$ cat src/multimode_iq_demodulator_assert.svh
`ifndef MULTIMODE_IQ_DEMODULATOR_ASSERT_SVH
`define MULTIMODE_IQ_DEMODULATOR_ASSERT_SVH

// same-cycle implication, sampled on clk, off during reset
`define MMIQ_ASSERT_IMP(label, ante, cons) \
	label: assert property (@(posedge clk) disable iff (!arst_n) (ante) |-> (cons)) \
		else $error("mmiq: same-cycle property violated");

// next-cycle implication, sampled on clk, off during reset
`define MMIQ_ASSERT_NXT(label, ante, cons) \
	label: assert property (@(posedge clk) disable iff (!arst_n) (ante) |=> (cons)) \
		else $error("mmiq: next-cycle property violated");

`endif

$ cat src/mmiq_pkg.sv
package mmiq_pkg;

	localparam int SAMPLE_WIDTH = 16;
	localparam int OUTPUT_WIDTH = 18;
	localparam int FRAC_OUT     = 15;
	localparam int SCALE_WIDTH  = 16;
	localparam int SCALE_FRAC   = 12;
	localparam int MAG_GUARD    = 4;

	localparam int MODE_WIDTH  = 3;
	localparam int CFG_INDEX_W = 1;
	localparam int CFG_DATA_W  = SCALE_WIDTH;

	localparam int CORDIC_STEPS = 16;
	localparam int CORDIC_IDX_W = $clog2(CORDIC_STEPS);
	localparam int ANGLE_W      = 20;
	localparam int PI_Q15       = 102944;

	// shared multiplier
	localparam int MUL_A_W = SAMPLE_WIDTH + 5;
	localparam int MUL_B_W = (SAMPLE_WIDTH > SCALE_WIDTH + 1) ? SAMPLE_WIDTH : SCALE_WIDTH + 1;
	localparam int PROD_W  = MUL_A_W + MUL_B_W;

	// complex product and cordic vector
	localparam int RE_W     = 2 * SAMPLE_WIDTH + 1;
	localparam int NORM_SH  = 2 * (24 - SAMPLE_WIDTH);
	localparam int CORDIC_W = RE_W + NORM_SH + 3;

	// square root
	localparam int SQ_PRE_SH  = 2 * MAG_GUARD;
	localparam int SQ_N_W     = 2 * SAMPLE_WIDTH + SQ_PRE_SH;
	localparam int MAG_W      = SQ_N_W / 2;
	localparam int SQRT_STEPS = MAG_W;

	// result formatting
	localparam int VAL_W   = (PROD_W + 1 > OUTPUT_WIDTH + 1) ? PROD_W + 1 : OUTPUT_WIDTH + 1;
	localparam int AM_SH   = SAMPLE_WIDTH - 1 + MAG_GUARD + SCALE_FRAC - FRAC_OUT;
	localparam int SSB_SH  = SAMPLE_WIDTH - 1 + SCALE_FRAC - FRAC_OUT;
	localparam int RAW_RSH = (SAMPLE_WIDTH - 1 > FRAC_OUT) ? SAMPLE_WIDTH - 1 - FRAC_OUT : 0;
	localparam int RAW_LSH = (SAMPLE_WIDTH - 1 < FRAC_OUT) ? FRAC_OUT - SAMPLE_WIDTH + 1 : 0;

	localparam logic signed [VAL_W-1:0] SAT_HI =
		$signed({{(VAL_W - OUTPUT_WIDTH + 1){1'b0}}, {(OUTPUT_WIDTH - 1){1'b1}}});
	localparam logic signed [VAL_W-1:0] SAT_LO = ~SAT_HI;

	localparam int CNT_MAX = (SQRT_STEPS > CORDIC_STEPS) ? SQRT_STEPS : CORDIC_STEPS;
	localparam int CNT_W   = $clog2(CNT_MAX + 1);

	localparam logic [MODE_WIDTH-1:0] MODE_FM  = 3'd0;
	localparam logic [MODE_WIDTH-1:0] MODE_AM  = 3'd1;
	localparam logic [MODE_WIDTH-1:0] MODE_USB = 3'd2;
	localparam logic [MODE_WIDTH-1:0] MODE_LSB = 3'd3;
	localparam logic [MODE_WIDTH-1:0] MODE_RAW = 3'd4;

	localparam logic [CFG_INDEX_W-1:0] REG_DEMOD_MODE   = 1'd0;
	localparam logic [CFG_INDEX_W-1:0] REG_OUTPUT_SCALE = 1'd1;

	localparam logic [SCALE_WIDTH-1:0] SCALE_RESET = 16'd4096;

	typedef struct packed {
		logic signed [SAMPLE_WIDTH-1:0] in_i;
		logic signed [SAMPLE_WIDTH-1:0] in_q;
	} sample_t;

	typedef struct packed {
		logic signed [OUTPUT_WIDTH-1:0] demod_value;
		logic                           last;
	} result_t;

	typedef enum logic [3:0] {
		MUL_NONE,
		MUL_CI_PI,
		MUL_CQ_PQ,
		MUL_CQ_PI,
		MUL_CI_PQ,
		MUL_CI_CI,
		MUL_CQ_CQ,
		MUL_MAG_SC,
		MUL_SUM_SC,
		MUL_DIFF_SC
	} mul_op_t;

	typedef enum logic [2:0] {
		ACC_NONE,
		ACC_RE_LOAD,
		ACC_RE_ADD,
		ACC_IM_LOAD,
		ACC_IM_SUB
	} acc_op_t;

	typedef enum logic [2:0] {
		RES_FM,
		RES_AM,
		RES_SSB,
		RES_RAW_I,
		RES_RAW_Q
	} res_sel_t;

	typedef enum logic [2:0] {
		ST_IDLE,
		ST_PROD,
		ST_CORDIC,
		ST_SQRT,
		ST_SCALE,
		ST_OUT,
		ST_RAW_Q
	} state_t;

	typedef struct packed {
		logic                    load;
		mul_op_t                 mul_op;
		acc_op_t                 acc_op;
		logic                    cordic_init;
		logic                    cordic_step;
		logic [CORDIC_IDX_W-1:0] cordic_idx;
		logic                    sqrt_init;
		logic                    sqrt_step;
		logic                    prev_update;
		logic                    res_load;
		res_sel_t                res_sel;
		logic                    res_last;
	} dp_cmd_t;

	typedef struct packed {
		logic slot_free;
	} dp_status_t;

	// arctangent of 2^-k in Q.15 radians
	function automatic logic signed [ANGLE_W-1:0] atan_q15(input logic [CORDIC_IDX_W-1:0] k);
		logic signed [ANGLE_W-1:0] a;
		unique case (k)
			4'd0:    a = ANGLE_W'(25736);
			4'd1:    a = ANGLE_W'(15193);
			4'd2:    a = ANGLE_W'(8027);
			4'd3:    a = ANGLE_W'(4075);
			4'd4:    a = ANGLE_W'(2045);
			4'd5:    a = ANGLE_W'(1024);
			4'd6:    a = ANGLE_W'(512);
			4'd7:    a = ANGLE_W'(256);
			4'd8:    a = ANGLE_W'(128);
			4'd9:    a = ANGLE_W'(64);
			4'd10:   a = ANGLE_W'(32);
			4'd11:   a = ANGLE_W'(16);
			4'd12:   a = ANGLE_W'(8);
			4'd13:   a = ANGLE_W'(4);
			4'd14:   a = ANGLE_W'(2);
			default: a = ANGLE_W'(1);
		endcase
		return a;
	endfunction

	// round half up, then arithmetic shift right
	function automatic logic signed [VAL_W-1:0] round_shift(input logic signed [VAL_W-1:0] v,
			input int unsigned rsh);
		logic signed [VAL_W-1:0] rc;
		logic signed [VAL_W-1:0] s;
		rc = $signed((VAL_W'(1) << rsh) >> 1);
		s  = v + rc;
		return s >>> rsh;
	endfunction

	function automatic logic signed [OUTPUT_WIDTH-1:0] saturate(input logic signed [VAL_W-1:0] v);
		logic signed [VAL_W-1:0] c;
		if (v > SAT_HI) begin
			c = SAT_HI;
		end else if (v < SAT_LO) begin
			c = SAT_LO;
		end else begin
			c = v;
		end
		return c[OUTPUT_WIDTH-1:0];
	endfunction

endpackage

$ cat src/mmiq_ctrl.sv
module mmiq_ctrl (
	input  logic                                clk,
	input  logic                                arst_n,
	input  logic                                sample_valid,
	output logic                                sample_stall,
	input  logic [mmiq_pkg::MODE_WIDTH-1:0]     mode,
	input  mmiq_pkg::dp_status_t                status,
	output mmiq_pkg::dp_cmd_t                   cmd,
	output logic [mmiq_pkg::MODE_WIDTH-1:0]     mode_q
);

	localparam int CNT_W = mmiq_pkg::CNT_W;

	mmiq_pkg::state_t                    state_q, state_d;
	logic [CNT_W-1:0]                    cnt_q, cnt_d;
	logic [mmiq_pkg::MODE_WIDTH-1:0]     mode_d;

	always_ff @(posedge clk or negedge arst_n) begin
		if (!arst_n) begin
			state_q <= mmiq_pkg::ST_IDLE;
			cnt_q   <= '0;
			mode_q  <= mmiq_pkg::MODE_FM;
		end else begin
			state_q <= state_d;
			cnt_q   <= cnt_d;
			mode_q  <= mode_d;
		end
	end

	always_comb begin
		state_d      = state_q;
		cnt_d        = cnt_q;
		mode_d       = mode_q;
		sample_stall = 1'b1;
		cmd          = '0;
		cmd.mul_op   = mmiq_pkg::MUL_NONE;
		cmd.acc_op   = mmiq_pkg::ACC_NONE;
		cmd.res_sel  = mmiq_pkg::RES_FM;
		unique case (state_q)
			mmiq_pkg::ST_IDLE: begin
				sample_stall = 1'b0;
				if (sample_valid) begin
					cmd.load = 1'b1;
					mode_d   = mode;
					cnt_d    = '0;
					unique case (mode)
						mmiq_pkg::MODE_FM, mmiq_pkg::MODE_AM: state_d = mmiq_pkg::ST_PROD;
						mmiq_pkg::MODE_USB, mmiq_pkg::MODE_LSB: state_d = mmiq_pkg::ST_SCALE;
						mmiq_pkg::MODE_RAW: state_d = mmiq_pkg::ST_OUT;
						default: state_d = mmiq_pkg::ST_IDLE;
					endcase
				end
			end
			mmiq_pkg::ST_PROD: begin
				cnt_d = cnt_q + 1'b1;
				if (mode_q == mmiq_pkg::MODE_FM) begin
					unique case (cnt_q)
						CNT_W'(0): cmd.mul_op = mmiq_pkg::MUL_CI_PI;
						CNT_W'(1): begin
							cmd.mul_op = mmiq_pkg::MUL_CQ_PQ;
							cmd.acc_op = mmiq_pkg::ACC_RE_LOAD;
						end
						CNT_W'(2): begin
							cmd.mul_op = mmiq_pkg::MUL_CQ_PI;
							cmd.acc_op = mmiq_pkg::ACC_RE_ADD;
						end
						CNT_W'(3): begin
							cmd.mul_op = mmiq_pkg::MUL_CI_PQ;
							cmd.acc_op = mmiq_pkg::ACC_IM_LOAD;
						end
						default: begin
							cmd.acc_op = mmiq_pkg::ACC_IM_SUB;
							cnt_d      = '0;
							state_d    = mmiq_pkg::ST_CORDIC;
						end
					endcase
				end else begin
					unique case (cnt_q)
						CNT_W'(0): cmd.mul_op = mmiq_pkg::MUL_CI_CI;
						CNT_W'(1): begin
							cmd.mul_op = mmiq_pkg::MUL_CQ_CQ;
							cmd.acc_op = mmiq_pkg::ACC_RE_LOAD;
						end
						default: begin
							cmd.acc_op = mmiq_pkg::ACC_RE_ADD;
							cnt_d      = '0;
							state_d    = mmiq_pkg::ST_SQRT;
						end
					endcase
				end
			end
			mmiq_pkg::ST_CORDIC: begin
				cmd.cordic_idx = mmiq_pkg::CORDIC_IDX_W'(cnt_q - 1'b1);
				if (cnt_q == '0) begin
					cmd.cordic_init = 1'b1;
					cmd.prev_update = 1'b1;
				end else begin
					cmd.cordic_step = 1'b1;
				end
				if (cnt_q == CNT_W'(mmiq_pkg::CORDIC_STEPS)) begin
					cnt_d   = '0;
					state_d = mmiq_pkg::ST_OUT;
				end else begin
					cnt_d = cnt_q + 1'b1;
				end
			end
			mmiq_pkg::ST_SQRT: begin
				if (cnt_q == '0) begin
					cmd.sqrt_init = 1'b1;
				end else begin
					cmd.sqrt_step = 1'b1;
				end
				if (cnt_q == CNT_W'(mmiq_pkg::SQRT_STEPS)) begin
					cnt_d   = '0;
					state_d = mmiq_pkg::ST_SCALE;
				end else begin
					cnt_d = cnt_q + 1'b1;
				end
			end
			mmiq_pkg::ST_SCALE: begin
				unique case (mode_q)
					mmiq_pkg::MODE_AM:  cmd.mul_op = mmiq_pkg::MUL_MAG_SC;
					mmiq_pkg::MODE_USB: cmd.mul_op = mmiq_pkg::MUL_SUM_SC;
					default:            cmd.mul_op = mmiq_pkg::MUL_DIFF_SC;
				endcase
				state_d = mmiq_pkg::ST_OUT;
			end
			mmiq_pkg::ST_OUT: begin
				cmd.res_last = (mode_q != mmiq_pkg::MODE_RAW);
				unique case (mode_q)
					mmiq_pkg::MODE_AM:  cmd.res_sel = mmiq_pkg::RES_AM;
					mmiq_pkg::MODE_USB, mmiq_pkg::MODE_LSB: cmd.res_sel = mmiq_pkg::RES_SSB;
					mmiq_pkg::MODE_RAW: cmd.res_sel = mmiq_pkg::RES_RAW_I;
					default:            cmd.res_sel = mmiq_pkg::RES_FM;
				endcase
				if (status.slot_free) begin
					cmd.res_load = 1'b1;
					state_d = (mode_q == mmiq_pkg::MODE_RAW) ? mmiq_pkg::ST_RAW_Q
						: mmiq_pkg::ST_IDLE;
				end
			end
			mmiq_pkg::ST_RAW_Q: begin
				cmd.res_sel  = mmiq_pkg::RES_RAW_Q;
				cmd.res_last = 1'b1;
				if (status.slot_free) begin
					cmd.res_load = 1'b1;
					state_d      = mmiq_pkg::ST_IDLE;
				end
			end
			default: state_d = mmiq_pkg::ST_IDLE;
		endcase
	end

endmodule

$ cat src/mmiq_dp.sv
module mmiq_dp (
	input  logic                                 clk,
	input  logic                                 arst_n,
	input  mmiq_pkg::sample_t                    sample,
	input  logic [mmiq_pkg::SCALE_WIDTH-1:0]     scale,
	input  mmiq_pkg::dp_cmd_t                    cmd,
	output mmiq_pkg::dp_status_t                 status,
	output logic                                 result_valid,
	input  logic                                 result_stall,
	output mmiq_pkg::result_t                    result
);

	localparam int SW  = mmiq_pkg::SAMPLE_WIDTH;
	localparam int MA  = mmiq_pkg::MUL_A_W;
	localparam int MB  = mmiq_pkg::MUL_B_W;
	localparam int PW  = mmiq_pkg::PROD_W;
	localparam int REW = mmiq_pkg::RE_W;
	localparam int XW  = mmiq_pkg::CORDIC_W;
	localparam int ZW  = mmiq_pkg::ANGLE_W;
	localparam int NW  = mmiq_pkg::SQ_N_W;
	localparam int VW  = mmiq_pkg::VAL_W;

	logic signed [SW-1:0] ci_q, cq_q, prev_i_q, prev_q_q;
	logic signed [MA-1:0] op_a;
	logic signed [MB-1:0] op_b;
	logic signed [PW-1:0] prod_s1;
	logic signed [REW-1:0] re_q, im_q;
	logic signed [XW-1:0] x_q, y_q, x0, y0, xs, ys;
	logic signed [ZW-1:0] z_q;
	logic                 zero_q;
	logic [NW-1:0]        sqn_q, sqr_q, sqb_q;
	logic [NW:0]          trial;
	logic signed [VW-1:0] val;
	logic                 out_valid_q;
	mmiq_pkg::result_t    out_item_q;

	assign status.slot_free = !out_valid_q || !result_stall;
	assign result_valid     = out_valid_q;
	assign result           = out_item_q;

	// operand select for the shared multiplier
	always_comb begin
		op_a = '0;
		op_b = '0;
		unique case (cmd.mul_op)
			mmiq_pkg::MUL_CI_PI: begin op_a = MA'(ci_q); op_b = MB'(prev_i_q); end
			mmiq_pkg::MUL_CQ_PQ: begin op_a = MA'(cq_q); op_b = MB'(prev_q_q); end
			mmiq_pkg::MUL_CQ_PI: begin op_a = MA'(cq_q); op_b = MB'(prev_i_q); end
			mmiq_pkg::MUL_CI_PQ: begin op_a = MA'(ci_q); op_b = MB'(prev_q_q); end
			mmiq_pkg::MUL_CI_CI: begin op_a = MA'(ci_q); op_b = MB'(ci_q); end
			mmiq_pkg::MUL_CQ_CQ: begin op_a = MA'(cq_q); op_b = MB'(cq_q); end
			mmiq_pkg::MUL_MAG_SC: begin
				op_a = $signed(MA'(sqr_q[mmiq_pkg::MAG_W-1:0]));
				op_b = $signed(MB'(scale));
			end
			mmiq_pkg::MUL_SUM_SC: begin
				op_a = MA'(ci_q) + MA'(cq_q);
				op_b = $signed(MB'(scale));
			end
			mmiq_pkg::MUL_DIFF_SC: begin
				op_a = MA'(ci_q) - MA'(cq_q);
				op_b = $signed(MB'(scale));
			end
			default: begin
				op_a = '0;
				op_b = '0;
			end
		endcase
	end

	assign x0 = XW'(re_q) <<< mmiq_pkg::NORM_SH;
	assign y0 = XW'(im_q) <<< mmiq_pkg::NORM_SH;
	assign xs = x_q >>> cmd.cordic_idx;
	assign ys = y_q >>> cmd.cordic_idx;

	assign trial = {1'b0, sqr_q} + {1'b0, sqb_q};

	always_comb begin
		unique case (cmd.res_sel)
			mmiq_pkg::RES_FM:    val = zero_q ? '0 : VW'(z_q);
			mmiq_pkg::RES_AM:    val = mmiq_pkg::round_shift(VW'(prod_s1), mmiq_pkg::AM_SH);
			mmiq_pkg::RES_SSB:   val = mmiq_pkg::round_shift(VW'(prod_s1), mmiq_pkg::SSB_SH);
			mmiq_pkg::RES_RAW_I: val = mmiq_pkg::round_shift(VW'(ci_q) <<< mmiq_pkg::RAW_LSH,
				mmiq_pkg::RAW_RSH);
			mmiq_pkg::RES_RAW_Q: val = mmiq_pkg::round_shift(VW'(cq_q) <<< mmiq_pkg::RAW_LSH,
				mmiq_pkg::RAW_RSH);
			default:             val = '0;
		endcase
	end

	always_ff @(posedge clk or negedge arst_n) begin
		if (!arst_n) begin
			prev_i_q    <= '0;
			prev_q_q    <= '0;
			out_valid_q <= 1'b0;
		end else begin
			if (cmd.prev_update) begin
				prev_i_q <= ci_q;
				prev_q_q <= cq_q;
			end
			if (cmd.res_load) begin
				out_valid_q <= 1'b1;
			end else if (!result_stall) begin
				out_valid_q <= 1'b0;
			end
		end
	end

	always_ff @(posedge clk) begin
		if (cmd.load) begin
			ci_q <= sample.in_i;
			cq_q <= sample.in_q;
		end
		if (cmd.mul_op != mmiq_pkg::MUL_NONE) begin
			prod_s1 <= op_a * op_b;
		end
		unique case (cmd.acc_op)
			mmiq_pkg::ACC_RE_LOAD: re_q <= REW'(prod_s1);
			mmiq_pkg::ACC_RE_ADD:  re_q <= re_q + REW'(prod_s1);
			mmiq_pkg::ACC_IM_LOAD: im_q <= REW'(prod_s1);
			mmiq_pkg::ACC_IM_SUB:  im_q <= im_q - REW'(prod_s1);
			default: ;
		endcase
		// vectoring cordic, pre-rotated by pi for a negative real part
		if (cmd.cordic_init) begin
			zero_q <= (re_q == '0) && (im_q == '0);
			if (re_q < 0) begin
				z_q <= (im_q >= 0) ? ZW'(mmiq_pkg::PI_Q15) : -ZW'(mmiq_pkg::PI_Q15);
				x_q <= -x0;
				y_q <= -y0;
			end else begin
				z_q <= '0;
				x_q <= x0;
				y_q <= y0;
			end
		end else if (cmd.cordic_step) begin
			if (y_q >= 0) begin
				x_q <= x_q + ys;
				y_q <= y_q - xs;
				z_q <= z_q + mmiq_pkg::atan_q15(cmd.cordic_idx);
			end else begin
				x_q <= x_q - ys;
				y_q <= y_q + xs;
				z_q <= z_q - mmiq_pkg::atan_q15(cmd.cordic_idx);
			end
		end
		// digit-by-digit square root, one root bit per step
		if (cmd.sqrt_init) begin
			sqn_q <= NW'(re_q[2*SW-1:0]) << mmiq_pkg::SQ_PRE_SH;
			sqr_q <= '0;
			sqb_q <= NW'(1) << (NW - 2);
		end else if (cmd.sqrt_step) begin
			if ({1'b0, sqn_q} >= trial) begin
				sqn_q <= sqn_q - trial[NW-1:0];
				sqr_q <= (sqr_q >> 1) + sqb_q;
			end else begin
				sqr_q <= sqr_q >> 1;
			end
			sqb_q <= sqb_q >> 2;
		end
		if (cmd.res_load) begin
			out_item_q.demod_value <= mmiq_pkg::saturate(val);
			out_item_q.last        <= cmd.res_last;
		end
	end

endmodule

$ cat src/multimode_iq_demodulator.sv
// channel  dir  handshake                      payload
// sample   in   sample_valid / sample_stall    mmiq_pkg::sample_t (in_i, in_q)
// result   out  result_valid / result_stall    mmiq_pkg::result_t (demod_value, last)
// config   in   cfg_we                         cfg_index, cfg_data
//
// states per item: fm multiplier products, cordic, output; am multiplier products,
// square root, scale, output; usb/lsb scale, output; raw output i, q; unused codes idle
// reset: mode fm, scale 1.0, previous sample zero, result register empty
// one result register: the next item is accepted while a result waits; the controller
// holds in its output state while that register is full and stalled
module multimode_iq_demodulator (
	input  logic                                  clk,
	input  logic                                  arst_n,
	input  logic                                  sample_valid,
	output logic                                  sample_stall,
	input  mmiq_pkg::sample_t                     sample,
	output logic                                  result_valid,
	input  logic                                  result_stall,
	output mmiq_pkg::result_t                     result,
	input  logic                                  cfg_we,
	input  logic [mmiq_pkg::CFG_INDEX_W-1:0]      cfg_index,
	input  logic [mmiq_pkg::CFG_DATA_W-1:0]       cfg_data
);

	`include "multimode_iq_demodulator_assert.svh"

	logic [mmiq_pkg::MODE_WIDTH-1:0]  demod_mode_q;
	logic [mmiq_pkg::SCALE_WIDTH-1:0] output_scale_q;
	logic [mmiq_pkg::MODE_WIDTH-1:0]  item_mode;
	mmiq_pkg::dp_cmd_t                cmd;
	mmiq_pkg::dp_status_t             status;

	always_ff @(posedge clk or negedge arst_n) begin
		if (!arst_n) begin
			demod_mode_q   <= mmiq_pkg::MODE_FM;
			output_scale_q <= mmiq_pkg::SCALE_RESET;
		end else if (cfg_we) begin
			unique case (cfg_index)
				mmiq_pkg::REG_DEMOD_MODE:   demod_mode_q <= cfg_data[mmiq_pkg::MODE_WIDTH-1:0];
				mmiq_pkg::REG_OUTPUT_SCALE: output_scale_q <= cfg_data;
				default: ;
			endcase
		end
	end

	mmiq_ctrl u_ctrl (
		.clk          (clk),
		.arst_n       (arst_n),
		.sample_valid (sample_valid),
		.sample_stall (sample_stall),
		.mode         (demod_mode_q),
		.status       (status),
		.cmd          (cmd),
		.mode_q       (item_mode)
	);

	mmiq_dp u_dp (
		.clk          (clk),
		.arst_n       (arst_n),
		.sample       (sample),
		.scale        (output_scale_q),
		.cmd          (cmd),
		.status       (status),
		.result_valid (result_valid),
		.result_stall (result_stall),
		.result       (result)
	);

	// the q half of a raw pair follows right after the i half is taken
	`MMIQ_ASSERT_NXT(a_raw_pair, result_valid && !result_stall && !result.last, result_valid && result.last)
	// no result is loaded over one that is still waiting
	`MMIQ_ASSERT_IMP(a_no_overwrite, cmd.res_load, !result_valid || !result_stall)
	// an fm item always occupies the controller past its accept cycle
	`MMIQ_ASSERT_NXT(a_fm_busy, sample_valid && !sample_stall && demod_mode_q == mmiq_pkg::MODE_FM, sample_stall && item_mode == mmiq_pkg::MODE_FM)

endmodule
$ cat config.mk
export PLATFORM = sky130hd
export DESIGN_NAME = multimode_iq_demodulator
export DESIGN_NICKNAME = d
export VERILOG_FILES = /design/src/mmiq_pkg.sv /design/src/mmiq_ctrl.sv /design/src/mmiq_dp.sv /design/src/multimode_iq_demodulator.sv
export VERILOG_INCLUDE_DIRS = /design/src /design/src/src
export SDC_FILE = /design/constraint.sdc
export NUM_CORES = 2
export LEC_CHECK = 0
export CAP_MARGIN = 20
export CORE_MARGIN = 1.5
export CORE_UTILIZATION = 65
export CTS_BUF_LIST = sky130_fd_sc_hd__clkbuf_2 sky130_fd_sc_hd__clkbuf_4 sky130_fd_sc_hd__clkbuf_8
export DETAILED_ROUTE_END_ITERATION = 10
export DONT_BUFFER_PORTS = 1
export GPL_TIMING_DRIVEN = 0
export PLACE_DENSITY = 0.9
export SYNTH_ARGS = -nofsm -noshare
export SYNTH_HDL_FRONTEND = slang
export SYNTH_SLANG_ARGS = --single-unit
$ cat constraint.sdc
create_clock -name clk -period 11.3 [get_ports clk]
set_input_delay 1.13 -clock clk [delete_from_list [all_inputs] [get_ports clk]]
set_output_delay 1.13 -clock clk [all_outputs]
set_load 0.02 [all_outputs]
==> run summary <==
Status: complete, no violations
Async set or reset register ratio after synthesis: 14.2%
Fraction of layout cells with a size suffix above 1: 5.37%
Vias: 53600
YS warnings: 0
# fillers: 6529
IO Port Bufs: 0
Drt total wl: 208000 um
Htree depth: 3
Number of global-route vias before repair: 52800
Global-route wire length before repair: 313000 um
Fin nets: 7429
Avg Cell Area, Syn: 8.51 sq um
Post-synth EDFFs: 312
Crit path largest cell delay: 0.62 ns
Die Y-Extent: 294 um
Global-route usage over all layers: 48.0%
Register area share after synthesis: 22.3%
Worst Hold Class: input pin to asynchronous set/reset pin
CP endpoint kind: flip-flop
Gp weighted congestion: 1.12
Worst-Margin Slew: 1.32 ns
FF+latch area: 0.0123 sq mm
Worst-Skew Late Latency: 0.78 ns
Clock transition at path regs: 0.07 ns
TritonCTS clock tree: yes
Main synth FF type: edfxtp_1
Dpl hpwl: 160000 um
Critical Path RT: 11.83 ns
Kind of critical path: flip-flop to flip-flop
CTS Buf Count: 83
Area of the mapped netlist: 0.0552 sq mm
Period utilization: 99.5%
Synth area leader: edfxtp_1
Hold_ws: 0.0444 ns
RR Startpoint: u_ctrl.state_q[1]
Syn_nets: 7317
Die area: 0.0866 sq mm
Largest fanout on the critical path: 10
DR pass1 iterations: 10
Clock skew: 0.0539 ns
Synth cell types: 95
Final setup fails: 0
Slew Viols, Final: 0
Cell with the most instances after synthesis: nand2_1
Vias/cell: 6.87
Crit-path slowest cell: o31ai_1
Synth area leaders: edfxtp_1 (17%), fa_1 (13%), ha_1 (9.3%)
Seq cells post-synth: 443
CTS root buffer: clkbuf_8
Die W: 294 um
Residual DRC: 0
Area grow syn2layout: 7.32%
CTS sink cnt: 443
Fmax: 88.9 MHz
Tmin final: 11.24 ns
Worst path arrival time: 11.78 ns
Largest net degree at the start of global routing: 92
DR iter-0 viols: 7015
Max-slew headroom: 12.2%
Reg-to-Reg End: u_dp.prod_s1[36]
Area of the multi-input gates: 0.0398 sq mm
Critical Path Source Type: flip-flop
Ports: 75
Max-Cap Viols: 0
Placement Rows: 106
Post-CTS Hold Buffers: 0
Antenna violations before repair: 13
Grt total ovfl: 0
Worst reg-to-reg path cell count: 33
Flop2flop setup slack: 0.06 ns
Synthesized netlist cell count: 6487
Final hold vios: 0
Core area: 0.0838 sq mm
Routed wire per std cell: 26.6 um
Critical path's most frequent cell: fa_1
Clock Path Buffers: 3
Top-area cell type share of the netlist area: 17.0%
Initial Util: 65.8%
Final ANT Viol Nets: 0
Commonest cells in the netlist: nand2_1 (826), inv_1 (553), nor2_1 (483)
-- worst max-delay path by stage --
stage,startpoint,end,slack [ns],cells after the start
2_1_floorplan,u_ctrl.cnt_q[0],u_dp.prod_s1[36],1.76,30
3_3_place_gp,u_ctrl.cnt_q[2],u_dp.prod_s1[36],-1.94,31
3_5_place_dp,u_ctrl.cnt_q[0],u_dp.prod_s1[36],-1.13,35
4_1_cts,u_dp.cq_q[1],u_dp.prod_s1[36],0.03,37
5_1_grt,u_ctrl.state_q[1],u_dp.prod_s1[36],-0.04,33
6_report,u_ctrl.state_q[1],u_dp.prod_s1[36],0.06,33
-- final cells by class --
cell class	count	share of cell area (%)
inverters	558	3.55
flip-flops and latches	443	20.8
diodes	5	0.0211
clock inverters	47	1.03
multi-input cells	5207	67.3
well taps	1134	2.40
clock buffers	103	2.29
repair buffers	35	0.737
plain buffers	271	1.94
-- kinds of logic (layout without fill, tap and decap cells) --
logic type | after synthesis | count (layout) | share of synthesized area (%)
and+or+nand+nor | 1916 | 1916 | 15.6
AOI/OAI and AO/OA | 1679 | 1679 | 19.5
buffers and inverters | 837 | 1014 | 5.89
adders and majority gates | 776 | 776 | 22.6
xor gates and xnor gates | 531 | 531 | 8.45
DFF | 443 | 443 | 22.3
muxes | 305 | 305 | 5.70
other | 0 | 5 | 0
-- critical path, delay by kind of cell, from the launching register on --
family                     cells  cell delay [ns]
AOI/OAI and AO/OA             13             4.30
DFF                            1             0.50
buffers and inverters          4             0.23
adders and majority gates      7             3.50
and+or+nand+nor                8             2.16
xor gates and xnor gates       1             0.30
-- layout by cell type, fill, tap and decap left out, drive strengths merged, types with 49 or more instances in the layout --
cell / instances
nor3: 69
nand4: 53
buf: 91
nand3: 134
and2: 49
xor2: 211
a21oi: 386
nor2b: 55
o31ai: 56
inv: 560
o21bai: 57
nand2: 827
clkbuf: 317
dfrtp: 62
a22oi: 81
dfxtp: 68
a21o: 183
nor2: 483
ha: 412
xnor2: 319
mux2i: 272
fa: 364
o21ai: 473
a31oi: 65
edfxtp: 312
-- state kept, by name, summed over array words and instances, names as in the netlist, 19 cells and up --
register	cells
u_dp.y_q	52
u_dp.result	19
u_dp.sqn_q	40
u_dp.im_q	33
u_dp.sqr_q	40
u_dp.prod_s1	38
u_dp.re_q	33
u_dp.sqb_q	20
u_dp.x_q	52
u_dp.z_q	20
-- per-layer routing --
layer	share of wire (%)	GRT usage [%]
met4	12	43.8
met3	12	15.8
met5	0.056	0.624
met2	43	73.2
met1	33	53.1
-- timing repair --
action,4_1_cts,5_1_grt
pin swaps,0,1
resized for setup,13,42
setup buffers,0,5
setup endpoints to repair,9,29
-- through the flow --
stage	utilization, %	instance area, sq um	setup TNS (ns)	cells	worst slack (ns)
5_1_grt	70.6	59200	-0.0405	7802	-0.0405
4_1_cts	70.2	58900	0	7786	0.0288
2_1_floorplan	-	55200	0	6487	1.76
3_5_place_dp	67.9	56900	-4.88	7638	-1.13
6_report	70.6	59200	0	7803	0.0573
3_3_place_gp	67.5	56600	-34.96	7621	-1.94
Power is left out: the tool's default activity adds up to more than one toggle a clock period on the data nets, which glitch-free logic cannot reach.
